===== src/hw/rtl/i2p_pkg.sv =====
// Shared types, constants and helpers for the infix to postfix converter.
package i2p_pkg;

  // Operator stack geometry.
  localparam int STACK_DEPTH = 32;
  localparam int PTR_W       = $clog2(STACK_DEPTH);
  localparam int CNT_W       = $clog2(STACK_DEPTH + 1);
  localparam int ENTRY_W     = 5;

  typedef logic [PTR_W-1:0]   ptr_t;
  typedef logic [CNT_W-1:0]   cnt_t;
  typedef logic [ENTRY_W-1:0] entry_t;

  // Input token kinds.
  localparam logic [2:0] KIND_NUM = 3'd0;
  localparam logic [2:0] KIND_OP  = 3'd1;
  localparam logic [2:0] KIND_LP  = 3'd2;
  localparam logic [2:0] KIND_RP  = 3'd3;
  localparam logic [2:0] KIND_FN  = 3'd4;
  localparam logic [2:0] KIND_END = 3'd5;

  // Result kinds.
  localparam logic [1:0] OKIND_NUM = 2'd0;
  localparam logic [1:0] OKIND_OP  = 2'd1;
  localparam logic [1:0] OKIND_FN  = 2'd2;
  localparam logic [1:0] OKIND_LP  = 2'd3;

  // Stack entry tags.
  localparam logic [1:0] TAG_OP = 2'd0;
  localparam logic [1:0] TAG_FN = 2'd1;
  localparam logic [1:0] TAG_LP = 2'd2;

  // Largest legal codes and the code of the variable x.
  localparam logic [7:0] OP_CODE_MAX = 8'd4;
  localparam logic [7:0] FN_CODE_MAX = 8'd6;
  localparam logic [7:0] FN_CODE_X   = 8'd0;

  // Operator precedence: add and subtract lowest, power highest.
  function automatic logic [1:0] op_prec(input logic [2:0] code);
    logic [1:0] p;
    if (code <= 3'd1) begin
      p = 2'd1;
    end else if (code <= 3'd3) begin
      p = 2'd2;
    end else begin
      p = 2'd3;
    end
    return p;
  endfunction

endpackage


===== src/hw/rtl/i2p_stack_ram.sv =====
// Operator stack storage: one write port and one registered read port.
module i2p_stack_ram (
  input  logic            clk,
  input  logic            wr_en,
  input  i2p_pkg::ptr_t   wr_addr,
  input  i2p_pkg::entry_t wr_data,
  input  logic            rd_en,
  input  i2p_pkg::ptr_t   rd_addr,
  output i2p_pkg::entry_t rd_data
);
  import i2p_pkg::*;

  entry_t mem [STACK_DEPTH];
  entry_t rd_data_r;

  // Write port.
  always_ff @(posedge clk) begin
    if (wr_en) begin
      mem[wr_addr] <= wr_data;
    end
  end

  // Registered read port; the data holds until the next read.
  always_ff @(posedge clk) begin
    if (rd_en) begin
      rd_data_r <= mem[rd_addr];
    end
  end

  assign rd_data = rd_data_r;

endmodule


===== src/hw/rtl/infix_to_postfix_converter_core.sv =====
// Top level of the infix to postfix converter with its operator stack sequencer.
//
// Tokens enter one at a time and leave in postfix order; operators, functions
// and left parentheses wait on a 32-entry stack held in a synchronous RAM.
// A number, the variable x, a left parenthesis or a function is emitted or
// pushed directly, without reading the stack. An operator, right parenthesis
// or end token reads the stack entries it pops one after another, since each
// entry is read through the RAM's single read port before it is popped; an
// operator that reads the stack pushes in a separate step afterwards, while
// one that finds the stack empty pushes at once.
// Each token is pushed and popped at most once. Each result is held back one
// step until it is known whether it is the last one of its token, then goes
// to an output register; the next token is taken while that register still
// waits.
// A stack overflow drops the token and gives a result with overflow set.
// No clearing pass is needed after reset.
module infix_to_postfix_converter_core (
  input  logic       clk,
  input  logic       rst_n,
  input  logic       in_valid,
  output logic       in_stall,
  input  logic [2:0] in_kind,
  input  logic [7:0] in_value,
  output logic       out_valid,
  input  logic       out_stall,
  output logic [1:0] out_kind,
  output logic [7:0] out_value,
  output logic       out_last,
  output logic       out_overflow
);
  import i2p_pkg::*;

  // Sequencer states.
  localparam logic [2:0] S_IDLE = 3'd0;
  localparam logic [2:0] S_EVAL = 3'd1;
  localparam logic [2:0] S_PUSH = 3'd2;
  localparam logic [2:0] S_FIN  = 3'd3;

  logic [2:0] state_r, state_nxt;
  cnt_t       count_r, count_nxt;
  logic [2:0] cur_kind_r, cur_kind_nxt;
  logic [7:0] cur_val_r, cur_val_nxt;

  // Held-back result.
  logic       pend_v_r, pend_v_nxt;
  logic [1:0] pend_kind_r, pend_kind_nxt;
  logic [7:0] pend_val_r, pend_val_nxt;
  logic       pend_ovf_r, pend_ovf_nxt;

  // Output register.
  logic       out_valid_r, out_valid_nxt;
  logic [1:0] out_kind_r, out_kind_nxt;
  logic [7:0] out_val_r, out_val_nxt;
  logic       out_last_r, out_last_nxt;
  logic       out_ovf_r, out_ovf_nxt;

  // Stack RAM ports.
  logic   wr_en, rd_en;
  ptr_t   wr_addr, rd_addr;
  entry_t wr_data, rd_data;

  // Sequencer requests.
  logic       emit_req;
  logic [1:0] emit_kind;
  logic [7:0] emit_val;
  logic       emit_ovf;
  logic       push_req;
  logic [1:0] push_tag;
  logic [2:0] push_code;

  logic       out_free, emit_ok, stack_full;
  logic [1:0] top_tag;
  logic [2:0] top_code;
  logic [1:0] pop_kind;
  logic [7:0] pop_val;

  i2p_stack_ram u_stack (
    .clk     (clk),
    .wr_en   (wr_en),
    .wr_addr (wr_addr),
    .wr_data (wr_data),
    .rd_en   (rd_en),
    .rd_addr (rd_addr),
    .rd_data (rd_data)
  );

  assign in_stall   = (state_r != S_IDLE);
  assign out_free   = !out_valid_r || !out_stall;
  assign emit_ok    = !pend_v_r || out_free;
  assign stack_full = (count_r >= CNT_W'(STACK_DEPTH));
  assign top_tag    = rd_data[4:3];
  assign top_code   = rd_data[2:0];

  // Result for popping the entry on top of the stack.
  always_comb begin
    if (top_tag == TAG_OP) begin
      pop_kind = OKIND_OP;
      pop_val  = {5'd0, top_code};
    end else if (top_tag == TAG_FN) begin
      pop_kind = OKIND_FN;
      pop_val  = {5'd0, top_code};
    end else begin
      pop_kind = OKIND_LP;
      pop_val  = 8'd0;
    end
  end

  // Token sequencer: reads the top entry, pops, emits and pushes.
  always_comb begin
    state_nxt    = state_r;
    count_nxt    = count_r;
    cur_kind_nxt = cur_kind_r;
    cur_val_nxt  = cur_val_r;
    rd_en        = 1'b0;
    rd_addr      = ptr_t'(count_r - 1'b1);
    wr_en        = 1'b0;
    wr_addr      = count_r[PTR_W-1:0];
    wr_data      = '0;
    emit_req     = 1'b0;
    emit_kind    = OKIND_NUM;
    emit_val     = 8'd0;
    emit_ovf     = 1'b0;
    push_req     = 1'b0;
    push_tag     = TAG_OP;
    push_code    = 3'd0;

    unique case (state_r)
      S_IDLE: begin
        if (in_valid) begin
          cur_kind_nxt = in_kind;
          cur_val_nxt  = in_value;
          state_nxt    = S_FIN;
          case (in_kind) inside
            KIND_NUM: begin
              emit_req  = 1'b1;
              emit_kind = OKIND_NUM;
              emit_val  = in_value;
            end
            KIND_FN: begin
              if (in_value == FN_CODE_X) begin
                emit_req  = 1'b1;
                emit_kind = OKIND_FN;
                emit_val  = 8'd0;
              end else if (in_value <= FN_CODE_MAX) begin
                push_req  = 1'b1;
                push_tag  = TAG_FN;
                push_code = in_value[2:0];
              end
            end
            KIND_LP: begin
              push_req = 1'b1;
              push_tag = TAG_LP;
            end
            KIND_OP: begin
              if (in_value <= OP_CODE_MAX) begin
                if (count_r == '0) begin
                  push_req  = 1'b1;
                  push_tag  = TAG_OP;
                  push_code = in_value[2:0];
                end else begin
                  rd_en     = 1'b1;
                  state_nxt = S_EVAL;
                end
              end
            end
            KIND_RP, KIND_END: begin
              if (count_r != '0) begin
                rd_en     = 1'b1;
                state_nxt = S_EVAL;
              end
            end
            default: begin
              state_nxt = S_FIN;
            end
          endcase
        end
      end

      S_EVAL: begin
        case (cur_kind_r)
          KIND_OP: begin
            if (top_tag == TAG_LP) begin
              state_nxt = S_PUSH;
            end else if (top_tag == TAG_FN) begin
              // A function on top is popped alone, then the operator goes on.
              emit_req  = 1'b1;
              emit_kind = pop_kind;
              emit_val  = pop_val;
              count_nxt = count_r - 1'b1;
              state_nxt = S_PUSH;
            end else if (op_prec(top_code) >= op_prec(cur_val_r[2:0])) begin
              emit_req  = 1'b1;
              emit_kind = pop_kind;
              emit_val  = pop_val;
              count_nxt = count_r - 1'b1;
              if (count_nxt == '0) begin
                state_nxt = S_PUSH;
              end else begin
                rd_en   = 1'b1;
                rd_addr = ptr_t'(count_nxt - 1'b1);
              end
            end else begin
              state_nxt = S_PUSH;
            end
          end
          KIND_RP: begin
            if (top_tag == TAG_LP) begin
              // The matching left parenthesis is dropped silently.
              count_nxt = count_r - 1'b1;
              state_nxt = S_FIN;
            end else begin
              emit_req  = 1'b1;
              emit_kind = pop_kind;
              emit_val  = pop_val;
              count_nxt = count_r - 1'b1;
              if (count_nxt == '0) begin
                state_nxt = S_FIN;
              end else begin
                rd_en   = 1'b1;
                rd_addr = ptr_t'(count_nxt - 1'b1);
              end
            end
          end
          default: begin
            // End token: flush everything.
            emit_req  = 1'b1;
            emit_kind = pop_kind;
            emit_val  = pop_val;
            count_nxt = count_r - 1'b1;
            if (count_nxt == '0) begin
              state_nxt = S_FIN;
            end else begin
              rd_en   = 1'b1;
              rd_addr = ptr_t'(count_nxt - 1'b1);
            end
          end
        endcase
      end

      S_PUSH: begin
        push_req  = 1'b1;
        push_tag  = TAG_OP;
        push_code = cur_val_r[2:0];
        state_nxt = S_FIN;
      end

      S_FIN: begin
        if (!pend_v_r || out_free) begin
          state_nxt = S_IDLE;
        end
      end

      default: begin
        state_nxt = S_IDLE;
      end
    endcase

    // Push onto the stack, or report an overflow and drop the token.
    if (push_req) begin
      if (stack_full) begin
        emit_req  = 1'b1;
        emit_kind = OKIND_NUM;
        emit_val  = 8'd0;
        emit_ovf  = 1'b1;
      end else begin
        wr_en     = 1'b1;
        wr_data   = {push_tag, push_code};
        count_nxt = count_r + 1'b1;
      end
    end

    // Hold the whole step while the result path is blocked.
    if (emit_req && !emit_ok) begin
      state_nxt = state_r;
      count_nxt = count_r;
      rd_en     = 1'b0;
      wr_en     = 1'b0;
      emit_req  = 1'b0;
    end
  end

  // Held-back result and output register.
  always_comb begin
    pend_v_nxt    = pend_v_r;
    pend_kind_nxt = pend_kind_r;
    pend_val_nxt  = pend_val_r;
    pend_ovf_nxt  = pend_ovf_r;
    out_valid_nxt = out_valid_r && out_stall;
    out_kind_nxt  = out_kind_r;
    out_val_nxt   = out_val_r;
    out_last_nxt  = out_last_r;
    out_ovf_nxt   = out_ovf_r;

    if (emit_req) begin
      // A newer result proves the held one is not the token's last.
      if (pend_v_r) begin
        out_valid_nxt = 1'b1;
        out_kind_nxt  = pend_kind_r;
        out_val_nxt   = pend_val_r;
        out_last_nxt  = 1'b0;
        out_ovf_nxt   = pend_ovf_r;
      end
      pend_v_nxt    = 1'b1;
      pend_kind_nxt = emit_kind;
      pend_val_nxt  = emit_val;
      pend_ovf_nxt  = emit_ovf;
    end else if (state_r == S_FIN && pend_v_r && out_free) begin
      // The token is done, so the held result is its last.
      out_valid_nxt = 1'b1;
      out_kind_nxt  = pend_kind_r;
      out_val_nxt   = pend_val_r;
      out_last_nxt  = 1'b1;
      out_ovf_nxt   = pend_ovf_r;
      pend_v_nxt    = 1'b0;
    end
  end

  // Control registers.
  always_ff @(posedge clk) begin
    if (!rst_n) begin
      state_r     <= S_IDLE;
      count_r     <= '0;
      pend_v_r    <= 1'b0;
      out_valid_r <= 1'b0;
    end else begin
      state_r     <= state_nxt;
      count_r     <= count_nxt;
      pend_v_r    <= pend_v_nxt;
      out_valid_r <= out_valid_nxt;
    end
  end

  // Payload registers.
  always_ff @(posedge clk) begin
    cur_kind_r  <= cur_kind_nxt;
    cur_val_r   <= cur_val_nxt;
    pend_kind_r <= pend_kind_nxt;
    pend_val_r  <= pend_val_nxt;
    pend_ovf_r  <= pend_ovf_nxt;
    out_kind_r  <= out_kind_nxt;
    out_val_r   <= out_val_nxt;
    out_last_r  <= out_last_nxt;
    out_ovf_r   <= out_ovf_nxt;
  end

  assign out_valid    = out_valid_r;
  assign out_kind     = out_kind_r;
  assign out_value    = out_val_r;
  assign out_last     = out_last_r;
  assign out_overflow = out_ovf_r;

endmodule

===== config.mk =====
export PLATFORM = sky130hd
export DESIGN_NAME = infix_to_postfix_converter_core
export DESIGN_NICKNAME = d
export VERILOG_FILES = /design/src/hw/rtl/i2p_pkg.sv /design/src/hw/rtl/i2p_stack_ram.sv /design/src/hw/rtl/infix_to_postfix_converter_core.sv
export SDC_FILE = /design/constraint.sdc
export NUM_CORES = 1
export LEC_CHECK = 0
export BUFFER_PORTS_ARGS = -buffer_cell sky130_fd_sc_hd__buf_2
export CELL_PAD_IN_SITES_DETAIL_PLACEMENT = 0
export CELL_PAD_IN_SITES_GLOBAL_PLACEMENT = 1
export CORE_UTILIZATION = 52
export DETAILED_ROUTE_END_ITERATION = 12
export PLACE_DENSITY = 0.77
export SLEW_MARGIN = 5
export SYNTH_ARGS = -nofsm -noshare
export SYNTH_HDL_FRONTEND = slang
export SYNTH_SLANG_ARGS = --single-unit

===== constraint.sdc =====
create_clock -name clk -period 4.9 [get_ports clk]
set_input_delay 0.49 -clock clk [delete_from_list [all_inputs] [get_ports clk]]
set_output_delay 0.49 -clock clk [all_outputs]
set_load 0.005 [all_outputs]

# Word level (Yosys, flattened, before mapping)
# Memories as Yosys holds them, arrays and structs flattened. A register that Yosys moved wholly into a read port is not among the register bits.
# Cells that the tools add are included.
totals:
  ff_bits: 40
  ram_bits: 160
  inputBits: 15
  out_inout_bits: 14
  elab_cells: 217
  memories: 1
mem_list:
  columns: ["name", "depth", "width", "rd", "rd_clocked_by_memory_dff", "wr", "line_no", "source"]
  rows:
  - ["u_stack.mem", 32, 5, 1, 1, 1, "i2p_stack_ram.sv:13", "entry_t mem [STACK_DEPTH];"]
classes:
  n_addsub: 3
  order_cmp: 8
  eq_ne: 16
  muxes: 152
  bitwise_logic: 1
  n_reduce_logical: 23
ops:
  columns: ["operator", "count"]
  rows:
  - ["8-bit 2-to-1 mux", 11]
  - ["3-bit 2-to-1 mux", 23]
  - ["2-bit 2-to-1 mux", 33]
  - ["1-bit 2-to-1 mux", 57]
  - ["6-bit 2-to-1 mux", 7]
  - ["5-bit 2-to-1 mux", 8]
  - ["8-bit case mux with 2 select lines", 2]
  - ["8-bit by 3-bit less-or-equal comparator with 1-bit output (second input constant)", 2]
  - ["3-bit by 2-bit equality test with 1-bit output (second input constant)", 5]
  - ["6-bit zero test", 2]
  - ["3-bit case mux with 2 select lines", 2]
  - ["3-bit case mux with 4 select lines", 1]
  - ["1-bit case mux with 2 select lines", 5]
  - ["5-bit case mux with 2 select lines", 1]
  - ["3-bit by 1-bit equality test with 1-bit output (second input constant)", 3]
  - ["8-bit zero test", 1]
  - ["2-bit case mux with 2 select lines", 2]
  - ["6-bit by 1-bit adder with 6-bit output (second input constant)", 1]
  - ["3-bit equality test (second input constant)", 2]
  - ["6-bit >= comparator (second input constant)", 1]
  - ["3-bit by 1-bit less-or-equal comparator with 1-bit output (second input constant)", 2]
  - ["3-bit by 2-bit less-or-equal comparator with 1-bit output (second input constant)", 2]
  - ["3-bit zero test", 2]
  - ["2-bit != test (second input constant)", 3]
  - ["other kinds (17)", 25]

# Logic depth before layout (Yosys ltp)
# Gate-level depths: netlist of the first run.
depth:
  depth_word: 19
  ltp_mapped: 15
  depth_no_buf: 10

# Cells and area by module
# From an unflattened synthesis of the first run, not the netlist that was laid out.
hier_totals:
  hier_cells: 512
  area_unflattened_um2: 8774.7
modules_own_cells:
  columns: ["mod", "instances", "cells_each", "area_each_um2", "seq_area_each_um2"]
  rows:
  - ["i2p_stack_ram", 1, 277, 6394.9, 4954.8]
  - ["infix_to_postfix_converter_core", 1, 235, 2379.8, 1091.0]

# Worst setup path after synthesis of the first run
# Ideal clock, no wire load.
synth_path:
  kind: "reg-to-reg"
  startpoint: "register count_r[0]"
  endpoint: "memory u_stack.mem[0][3] in the netlist's numbering, data pin"
  setup_time_ns: 0.461
  arrival_time_ns: 3.780
  t_required_ns: 4.439
  path_slack_ns: 0.659
  path_stages_with_launch: 11
  synth_period_minus_slack_ns: 4.241
  path_cell_list: "dfxtp_1 inv_1 clkbuf_1 clkbuf_1 ha_1 nor3b_1 nand4_1 a21boi_0 o21ai_1 a21o_1 nor3b_1"
synth_between:
  elab_chain_cells: 10
synth_rtl:
  columns: ["element", "line_no", "source"]
  rows:
  - ["from (decl)", "infix_to_postfix_converter_core.sv:40", "cnt_t count_r, count_nxt;"]
  - ["from (signal assigned)", "infix_to_postfix_converter_core.sv:327", "count_r <= count_nxt;"]
  - ["6-bit zero test", "infix_to_postfix_converter_core.sv:156", "if (count_r == '0) begin"]
  - ["1-bit 2-to-1 mux", "infix_to_postfix_converter_core.sv:156", null]
  - ["1-bit 2-to-1 mux", "infix_to_postfix_converter_core.sv:155", "if (in_value <= OP_CODE_MAX) begin"]
  - ["1-bit 2-to-1 mux (4 in series)", "infix_to_postfix_converter_core.sv:133", "case (in_kind) inside"]
  - ["1-bit 2-to-1 mux", "infix_to_postfix_converter_core.sv:129", "if (in_valid) begin"]
  - ["1-bit case mux with 2 select lines", "infix_to_postfix_converter_core.sv:127", "unique case (state_r)"]
  - ["5-bit 2-to-1 mux *", "infix_to_postfix_converter_core.sv:259", "if (push_req) begin"]
  - ["net u_stack.wr_data[3]", "i2p_stack_ram.sv:6", "input i2p_pkg::entry_t wr_data,"]
  - ["to (decl)", "i2p_stack_ram.sv:13", null]
# The timed path passes the listed nets; every way through them passes the cells marked *.

# Worst setup path after layout of the first run
layout_path:
  startpoint: "register u_stack.rd_data_r[1] (netlist: u_stack.rd_data[1]) (read register of u_stack.mem)"
  endpoint: "register u_stack.rd_data_r[3] (netlist: u_stack.rd_data[3]) (read register of u_stack.mem), data pin"
layout_between:
  elab_chain_cells: 17
layout_rtl:
  columns: ["element", "line_no", "source"]
  rows:
  - ["from (decl)", "i2p_stack_ram.sv:14", "entry_t rd_data_r;"]
  - ["3-bit by 2-bit less-or-equal comparator with 1-bit output", "i2p_pkg.sv:43", "end else if (code <= 3'd3) begin"]
  - ["1-bit 2-to-1 mux", "i2p_pkg.sv:43", null]
  - ["2-bit 2-to-1 mux *", "i2p_pkg.sv:41", "if (code <= 3'd1) begin"]
  - ["2-bit 2-to-1 mux *", "infix_to_postfix_converter_core.sv:184", "end else if (top_tag == TAG_FN) begin"]
  - ["2-bit 2-to-1 mux *", "infix_to_postfix_converter_core.sv:182", "if (top_tag == TAG_LP) begin"]
  - ["2-bit 2-to-1 mux *", "infix_to_postfix_converter_core.sv:180", "case (cur_kind_r)"]
  - ["2-bit 2-to-1 mux *", "infix_to_postfix_converter_core.sv:127", null]
  - ["2-bit >= comparator *", "infix_to_postfix_converter_core.sv:191", "end else if (op_prec(top_code) >= op_prec(cur_val_r[2:0])) begin"]
  - ["1-bit 2-to-1 mux", "infix_to_postfix_converter_core.sv:191", null]
  - ["1-bit 2-to-1 mux", "infix_to_postfix_converter_core.sv:184", null]
  - ["1-bit 2-to-1 mux", "infix_to_postfix_converter_core.sv:182", null]
  - ["1-bit case mux with 2 select lines", "infix_to_postfix_converter_core.sv:180", null]
  - ["1-bit case mux with 2 select lines", "infix_to_postfix_converter_core.sv:127", null]
  - ["1-bit 2-to-1 mux", "infix_to_postfix_converter_core.sv:260", "if (stack_full) begin"]
  - ["1-bit 2-to-1 mux", "infix_to_postfix_converter_core.sv:259", null]
  - ["1-bit logical AND", "infix_to_postfix_converter_core.sv:273", "if (emit_req && !emit_ok) begin"]
  - ["1-bit 2-to-1 mux", "infix_to_postfix_converter_core.sv:273", null]
# Every way passes the cells marked *; elsewhere a longest branch is shown, timed or not. The select of a mux whose other input is x is not followed.
# A chain may end at the register's enable or synchronous reset.

==> Implementation_results.wiki, run 1 <==
{| class="wikitable"
! Metric !! Value
|-
| Run status || finished clean
|-
| Sequential cell area || 6046 um^2
|-
| Area growth from synthesis to layout || 11.02%
|-
| Max Fanout on Critical Path || 32
|-
| Commonest cells after routing, fill and taps aside || sky130_fd_sc_hd__edfxtp_1 (194), sky130_fd_sc_hd__nand3_1 (84), sky130_fd_sc_hd__o21ai_0 (58)
|-
| Worst Max-Slew Pin Slew || 1.106 ns
|-
| Worst IR drop on VDD || around 0.33 mV
|-
| Synthesized instance count || 770
|-
| CTS HTree Levels || 1
|-
| Hold violation total from the final report || 0
|-
| Clock Power Share || 36.7%
|-
| Die Width || 139.0 um
|-
| Hold buffers post-CTS || 0
|-
| RR Startpoint || u_stack.rd_data[1]
|-
| Worst reg2reg setup slack || 0.61 ns
|-
| Insertion delay of the later-clocked pin in the worst-skew pair || 0.52 ns
|-
| Start point of the worst min-delay path || in_value[2]
|-
| Switching share of total power || between 20% and 30%
|-
| Most frequently used flop master after synthesis || sky130_fd_sc_hd__edfxtp_1
|-
| Floorplan die area || between 15000 and 20000 um^2
|-
| End point of the most critical hold path || cur_val_r[2]
|-
| Critical path's top delay family || compound AO/OA/AOI/OAI gates
|-
| Syn_nets || 797
|-
| Commonest non-fill, non-tap cell in the layout || sky130_fd_sc_hd__edfxtp_1
|-
| Clock tree from TritonCTS || done
|-
| Placed Cells incl. Taps || 1003
|-
| Critical path, cell by cell || or2_2, ha_1, nor2_1, o31a_1, or2_1, buf_4, o31ai_4, buf_4, mux4_2, a22oi_1, nand4_1
|-
| Pwr dens || 376.9 nW/um^2
|-
| Fraction of synthesized cell area in xor and xnor cells || 0.4489%
|-
| Path depth of the worst reg2reg path || 11
|-
| Count of placed standard cells in the final layout, fillers left out || 1042
|-
| Post-synthesis share of cell area spent on and, or, nand and nor gates || between 10% and 20%
|-
| Post-Layout Inst Area || 10830 um^2
|-
| Pwr Total || 4.081 mW
|-
| CTS clock-pin slew for the worst setup and hold paths || 0.06 ns
|-
| Adder-cell share of the synthesized area || 1.539%
|-
| Element type at the critical path end || register
|-
| Worst path depth || 11
|-
| Post-DR wirelength/cell || 23.55 um
|-
| Ratio of final minimum period to clock period || 87.59%
|-
| Total Routed Length || roughly 25000 um
|-
| Fin. max-slew vios || 0
|-
| RSZ-0062 raised after global routing || false
|-
| First element of the critical path || u_stack.rd_data[1]
|-
| Number of synthesized flops with an enable pin || 194
|-
| Leakage power figure || 3.769 nW
|-
| Number of ports placed on the die boundary || 29
|-
| Placed instance area || 10180 um^2
|-
| Type of the worst setup path || reg2reg
|-
| Largest family of logic cells by synthesized area || simple AND/OR/NAND/NOR gates
|-
| Number of design-rule violations left by the first detailed-router iteration || 631
|-
| Relative slew slack || 25.68%
|-
| Number of clock buffers inserted by TritonCTS || 22
|-
| Vias in the first global route || between 6000 and 7000
|-
| Die Ht || 139.0 um
|-
| Share of post-route cells with drive strength above 1 || 15.01%
|-
| Mux cell area share after synthesis || 8.338%
|-
| Path class of the lowest-slack min-delay path || in2reg
|-
| Share of the yosys chip area belonging to registers || 61.98%
|-
| Buffers and inverters on the worst path || 2
|-
| Part of the power in registers || 47.6%
|-
| Final weighted congestion of routability-driven global placement || roughly 0.89
|-
| Input/output buffers || 28
|-
| Synthesis warning total || 0
|-
| Placed wire-length estimate || 16110 um
|-
| Effective utilization at floorplan || 53.75%
|-
| Deepest clock path buffer count || 3
|-
| Core outline area || 18150 um^2
|-
| Worst stage delay on the critical path || 0.46 ns
|-
| Cell with the most instances on the worst path || sky130_fd_sc_hd__buf_4
|-
| Row count || 49
|-
| Global-route wire length before repair || 38120 um
|-
| Vias per std cell || 6.573
|-
| Buffer cell driving the clock tree root || sky130_fd_sc_hd__clkbuf_16
|-
| Reported max-cap violation count || 0
|-
| Cell-internal power || between 2 and 3 mW
|-
| Remaining number of nets flagged by the antenna check after routing || 0
|-
| Total area of multi-input combinational cells || 3482 um^2
|-
| Critical-path cell with the highest stage delay || sky130_fd_sc_hd__edfxtp_1
|-
| Share of power burned in combinational logic || 15.7%
|-
| Antenna diodes || 0
|-
| Mean post-synth cell area || 12.67 um^2
|-
| Critical path arrival || 4.53 ns
|-
| Post-CTS Setup Repair Bufs || 0
|-
| Number of gates resized after cts || 0
|-
| DRC violations left || 0
|-
| Post-synthesis sequential element count || 205
|-
| Utilization after layout || 59.67%
|-
| Setup slack of the critical path after layout || 0.6082 ns
|-
| Maximum number of pins on one net before global-route repair || 34
|-
| Required arrival time at the worst endpoint || 5.13 ns
|-
| Highest clock frequency the design can meet || 233.0 MHz
|-
| Worst slack on hold paths || 0.2341 ns
|-
| Final net count || 825
|-
| Netlist area before placement || 9754 um^2
|-
| Global route overflow || 0
|-
| Worst setup slack before clock tree synthesis || 0.6883 ns
|-
| Total via count in the routed design || a little under 7000
|-
| Shortest period the worst path allows || approximately 4.3 ns
|-
| Post-synthesis async set-or-reset flop share || 0%
|-
| Post-Route Setup TNS || 0 ns
|-
| Clock skew after layout || about 0.013 ns
|-
| Setup crit start kind || register
|-
| First-pass detailed-route iteration total || 8
|-
| Total clock sinks || slightly above 200
|-
| Final setup violation count || 0
|-
| Synthesized-area fraction occupied by ao, oa, aoi and oai cells || 11.66%
|-
| Switching power || 1.099 mW
|-
| Worst Hold Depth || 1
|-
| Total routing usage reported by global routing || 26.00%
|-
| Capture instance of the worst register-to-register path || u_stack.rd_data[3]
|-
| Synth unique cells || 70
|-
| Number of antenna violations at the first check in global routing || 0
|-
| Fillers || roughly 1400
|}
-- cells in the mapped netlist (all sizes together) (5+ instances only) --
cell	count	share of area (%)
mux4	22	5.1
mux2i	25	2.6
nor2	55	2.1
dfxtp	11	2.3
a31oi	5	0.32
nand2	53	2.0
nand4	10	0.64
clkbuf	33	1.3
ha	12	1.5
a21oi	29	1.5
nand3b	5	0.38
mux2	6	0.69
nand3	84	4.3
o21ai	60	3.1
or3	7	0.45
nor3	12	0.67
buf	13	0.81
nor3b	7	0.54
o2111a	6	0.69
edfxtp	194	60
o22ai	6	0.38
inv	17	0.65
a21boi	5	0.38
and2	7	0.45
o31ai	11	0.99
o2111ai	8	0.72
-- final cells by class --
class | instances | area share, %
Multi-Input combinational cell | 502 | 32.15
Clock buffer | 27 | 5.257
Clock inverter | 12 | 0.7048
Timing Repair Buffer | 50 | 2.819
Inverter | 17 | 0.5893
Sequential cell | 205 | 55.83
Tap cell | 229 | 2.646
-- kinds of logic after synthesis --
kind of cell | Yosys count
adders and majority gates | 12
AOI/OAI and AO/OA | 171
buffers and inverters | 63
muxes | 53
and+or+nand+nor | 260
other | 1
DFF | 205
xor gates and xnor gates | 5
-- layer usage --
layer | wire length (um) | share of wire (%) | global-route usage [%] | vias to the layer above
met5 | 0 | 0 | 0 | -
met4 | 948 | 3.9 | 11.70 | 0
met3 | 2032 | 8.3 | 4.593 | 68
met2 | 11670 | 48 | 43.09 | 328
met1 | 9886 | 40 | 33.65 | 3399
li1 | - | - | - | 3054
-- power by group through the flow --
| stage | Combinational (mW) | Clock (mW) | Sequential [mW] |
|---|---|---|---|
| floorplan | 0.451 | 0 | 1.97 |
| global placement | 0.621 | 0 | 1.98 |
| detailed placement | 0.628 | 0 | 1.98 |
| CTS | 0.630 | 1.52 | 1.94 |
| global route | 0.694 | 1.58 | 1.94 |
| finish | 0.642 | 1.50 | 1.94 |
-- worst max-delay path by stage --
| stage | end | slack [ns] |
|---|---|---|
| after detailed placement | u_stack.rd_data[1] | 0.69 |
| after global placement | u_stack.rd_data[1] | 0.75 |
| final | u_stack.rd_data[3] | 0.61 |
| after global routing | u_stack.rd_data[3] | 0.43 |
| after CTS | u_stack.rd_data[1] | 0.68 |
| after floorplan | u_stack.mem[0][3] | 0.66 |
-- state kept, by name (all words and copies together) (netlist names) --
register / flops
out_last: 1
out_kind: 2
pend_val_r: 8
pend_ovf_r: 1
state_r: 3
out_overflow: 1
u_stack.rd_data: 5
count_r: 6
cur_val_r: 3
cur_kind_r: 3
pend_v_r: 1
out_valid: 1
pend_kind_r: 2
out_value: 8
u_stack.mem: 160
Note: power is estimated with default switching activity, not from simulation.
==> inputs of run 2 (changes only) <==
- CORE_UTILIZATION: 52 -> 53
- CTS_CLUSTER_DIAMETER: not set -> 100
- PLACE_DENSITY: 0.77 -> 0.76
- SYNTH_HIERARCHICAL: not set -> 1
==> run 2 against run 1 <==
Largest power group unchanged. Critical path depth up 1. Critical path type unchanged. Largest cell class unchanged. Combinational power down 28%. Flip-flop and latch count unchanged. Non-clock buffer count down 10.
==> Implementation_results.wiki, run 2 <==
{| class="wikitable"
! Metric !! Value
|-
| Run status || finished clean
|-
| Worst stage delay on the critical path || 0.78 ns (+0.32 ns)
|-
| CTS HTree Levels || 1 (unchanged)
|-
| Total clock sinks || 205 (unchanged)
|-
| Number of ports placed on the die boundary || 29 (unchanged)
|-
| Cell with the most instances after synthesis || sky130_fd_sc_hd__edfxtp_1
|-
| Clock skew after layout || 0.01440 ns (+0.001782 ns)
|-
| Worst Max-Slew Pin Slew || 1.149 ns (+0.04270 ns)
|-
| Maximum number of pins on one net before global-route repair || 33 (-2.9%)
|-
| Post-DR wirelength/cell || 22.73 um (-3.5%)
|-
| Final setup violation count || 0 (unchanged)
|-
| Vias in the first global route || 4727 (-30%)
|-
| RSZ-0062 raised after global routing || false
|-
| Post-synthesis sequential element count || 205 (unchanged)
|-
| Path class of the lowest-slack min-delay path || in2reg
|-
| Mean post-synth cell area || 17.14 um^2 (+35%)
|-
| Routed length on met3 || 1006 um (-50%)
|-
| Largest register FFs || 160 (unchanged)
|-
| Highest clock frequency the design can meet || 229.5 MHz (-1.5%)
|-
| Synthesized instance count || 512 (-34%)
|-
| Netlist area before placement || 8775 um^2 (-10%)
|-
| Area fraction of the dominant cell type after synthesis || 66.39% (+6.7 points)
|-
| Clock tree from TritonCTS || done
|-
| Register containing the most flip-flops in the final layout || u_stack/mem
|-
| Number of clock buffers inserted by TritonCTS || 21 (-4.5%)
|-
| Share of post-route cells with drive strength above 1 || 25.13% (+10 points)
|-
| Fin. max-slew vios || 0 (unchanged)
|-
| Leakage power figure || 3.568 nW (-5.3%)
|-
| Most frequently used flop master after synthesis || sky130_fd_sc_hd__edfxtp_1
|-
| Antenna diodes || 0 (unchanged)
|-
| Count of placed standard cells in the final layout, fillers left out || 785 (-25%)
|-
| Number of synthesized flops with an enable pin || 194 (unchanged)
|-
| Leading cell types by count after synthesis || sky130_fd_sc_hd__edfxtp_1 (194), sky130_fd_sc_hd__nor2_1 (52), sky130_fd_sc_hd__mux4_2 (50), sky130_fd_sc_hd__inv_1 (17), sky130_fd_sc_hd__nand2_1 (17)
|-
| Setup slack of the critical path after layout || 0.5418 ns (-0.06639 ns)
|-
| Post-Route Setup TNS || 0 ns (unchanged)
|-
| CTS clock-pin slew for the worst setup and hold paths || 0.06 ns (about the same)
|-
| Area growth from synthesis to layout || 12.79%
|-
| Hold violation total from the final report || 0 (unchanged)
|-
| Main area contributors after synthesis || sky130_fd_sc_hd__edfxtp_1 (66%), sky130_fd_sc_hd__mux4_2 (13%), sky130_fd_sc_hd__dfxtp_1 (2.5%), sky130_fd_sc_hd__nor2_1 (2.2%), sky130_fd_sc_hd__ha_1 (1.9%)
|-
| Placed Cells incl. Taps || 750 (-25%)
|-
| Number of design-rule violations left by the first detailed-router iteration || 372 (-41%)
|-
| Max Fanout on Critical Path || 12 (-63%)
|-
| Switching share of total power || 22.50% (-4.4 points)
|-
| Placed wire-length estimate || 12140 um (-25%)
|-
| Worst slack on hold paths || 0.2715 ns (+0.03741 ns)
|-
| Final weighted congestion of routability-driven global placement || 0.8706 (-2.2%)
|-
| Global-route wire length before repair || 27480 um (-28%)
|-
| Post-CTS Setup Repair Bufs || 0 (unchanged)
|-
| Insertion delay of the later-clocked pin in the worst-skew pair || 0.50 ns (-0.02 ns)
|-
| WL met2 || 8782 um (-25%)
|-
| Type of the worst setup path || reg2reg
|-
| Effective utilization at floorplan || 54.84% (+1.1 points)
|-
| Final net count || 585 (-29%)
|-
| Worst setup slack before clock tree synthesis || 0.5159 ns (-0.1724 ns)
|-
| Cell-internal power || 3.021 mW (+1.3%)
|-
| Share of power burned in combinational logic || 11.8% (-3.9 points)
|-
| Total routing usage reported by global routing || 22.32% (-3.7 points)
|-
| Reported max-cap violation count || 0 (unchanged)
|-
| Share of the yosys chip area belonging to registers || 68.90% (+6.9 points)
|-
| Row count || 46 (-6.1%)
|-
| Hold buffers post-CTS || 0 (unchanged)
|-
| Synthesis warning total || 6 (+6)
|-
| Die Ht || 130.7 um (-6.0%)
|-
| Total Routed Length || 17840 um (-27%)
|-
| Clock Power Share || 38.4% (+1.7 points)
|-
| Worst IR drop on VDD || 0.3181 mV (-4.1%)
|-
| Uppermost routed layer || met4
|-
| Commonest cells after routing, fill and taps aside || sky130_fd_sc_hd__edfxtp_1 (194), sky130_fd_sc_hd__mux4_2 (50), sky130_fd_sc_hd__nor2_1 (49)
|-
| Critical path, cell by cell || or2_2, ha_1, a21oi_1, nor2_1, o21bai_1, a21oi_1, nand2_1, xnor2_2, buf_12, mux4_2, mux4_2, mux2_2
|-
| Post-synthesis async set-or-reset flop share || 0% (unchanged)
|-
| Shortest period the worst path allows || 4.358 ns (+0.06639 ns)
|-
| Commonest non-fill, non-tap cell in the layout || sky130_fd_sc_hd__edfxtp_1
|-
| Number of antenna violations at the first check in global routing || 0 (unchanged)
|-
| Setup crit start kind || register
|-
| Remaining number of nets flagged by the antenna check after routing || 0 (unchanged)
|-
| Global route overflow || 0 (unchanged)
|-
| Total via count in the routed design || 4697 (-31%)
|-
| Deepest clock path buffer count || 3 (unchanged)
|-
| Buffer cell driving the clock tree root || sky130_fd_sc_hd__clkbuf_16
|-
| Pwr Total || 3.898 mW (-4.5%)
|-
| Ratio of final minimum period to clock period || 88.94% (+1.4 points)
|-
| Top cell type by total area after synthesis || sky130_fd_sc_hd__edfxtp_1
|-
| Post-Route M1 WL || 7722 um (-22%)
|-
| Core outline area || 16000 um^2 (-12%)
|-
| DRC violations left || 0 (unchanged)
|-
| Pwr dens || 393.8 nW/um^2 (+4.5%)
|-
| First-pass detailed-route iteration total || 5 (-3)
|-
| Syn_nets || 540 (-32%)
|-
| Synth unique cells || 63 (-10%)
|-
| Part of the power in registers || 49.8% (+2.2 points)
|-
| Required arrival time at the worst endpoint || 5.14 ns (about the same)
|-
| Die Width || 130.7 um (-6.0%)
|-
| Vias per std cell || 5.983 (-9.0%)
|-
| Critical path arrival || 4.60 ns (+0.07 ns)
|-
| Floorplan die area || 17070 um^2 (-12%)
|-
| Element type at the critical path end || register
|-
| Number of gates resized after cts || 0 (unchanged)
|-
| Switching power || 877.0 uW (-20%)
|-
| Relative slew slack || 23.32% (-2.4 points)
|-
| Critical-path cell with the highest stage delay || sky130_fd_sc_hd__xnor2_2
|-
| Input/output buffers || 28 (unchanged)
|}
-- run 2: changes by cell type in the layout (fill, tap and decap cells not counted), sizes merged, moves of 9 or more --
cell | before | now
mux4 | 22 | 50
mux2i | 25 | 3
a21oi | 29 | 14
buf | 50 | 40
nand2 | 53 | 17
nand3 | 84 | 10
o21ai | 60 | 13
o31ai | 11 | 2
nor3 | 12 | 2
-- run 2: power by group through the flow --
stage | Combinational (mW) | Clock (mW) | Sequential [mW]
after global placement | 0.450 | 0 | 1.98
final | 0.460 | 1.50 | 1.94
after detailed placement | 0.459 | 0 | 1.98
after floorplan | 0.320 | 0 | 1.97
after CTS | 0.462 | 1.53 | 1.94
after global routing | 0.489 | 1.60 | 1.94
-- run 2: final cells by class --
class | instances | area (um^2)
clock buffers | 25 | 540.5
clock inverters | 10 | 98.84
fillers | 1186 | 6103
inverters | 17 | 63.81
multi-input cells | 272 | 2610
flip-flops and latches | 205 | 6046
well taps | 216 | 270.3
repair buffers | 40 | 267.8
-- run 2: worst paths after layout --
path              slack, ns          startpoint  cells past startpoint            endpoint
hold / removal         0.27          in_kind[0]                      1       cur_kind_r[0]
setup / recovery       0.54  u_stack/rd_data[1]                     12  u_stack/rd_data[1]
hold reg to reg        0.42       pend_val_r[6]                      0        out_value[6]
setup reg to reg       0.54  u_stack/rd_data[1]                     12  u_stack/rd_data[1]
-- run 2: logic make-up after synthesis --
| logic type | share of synthesized area (%) |
|---|---|
| flip-flops | 68.90 |
| AND/OR/NAND/NOR | 8.327 |
| AO/OA/AOI/OAI | 4.634 |
| multiplexers | 13.82 |
| buffers and inverters | 1.725 |
| adder cells (fa/ha/maj) | 1.854 |
| XOR/XNOR | 0.6987 |
| other | 0.04274 |
-- run 2: stage by stage --
| step | util, % | instance area [um^2] |
|---|---|---|
| floorplan | - | 8775 |
| CTS | 61.85 | 9897 |
| global placement | 57.86 | 9258 |
| global route | 61.85 | 9897 |
| detailed placement | 57.86 | 9258 |
| finish | 61.85 | 9897 |
-- run 2: layer usage --
metal	vias up	track usage (%)
met2	134	36.29
met3	32	3.868
li1	2134	-
met1	2397	31.32
met5	-	0
met4	0	6.491
-- run 2: worst max-delay path, delay by kind of cell, from the launching register on --
kind / cells / cell delay [ns]
compound gates: 3 / 0.40
fa+ha+maj: 1 / 0.30
flops: 1 / 0.41
xor+xnor: 1 / 0.78
mux: 3 / 1.34
buf+inv: 1 / 0.25
simple gates: 3 / 0.63
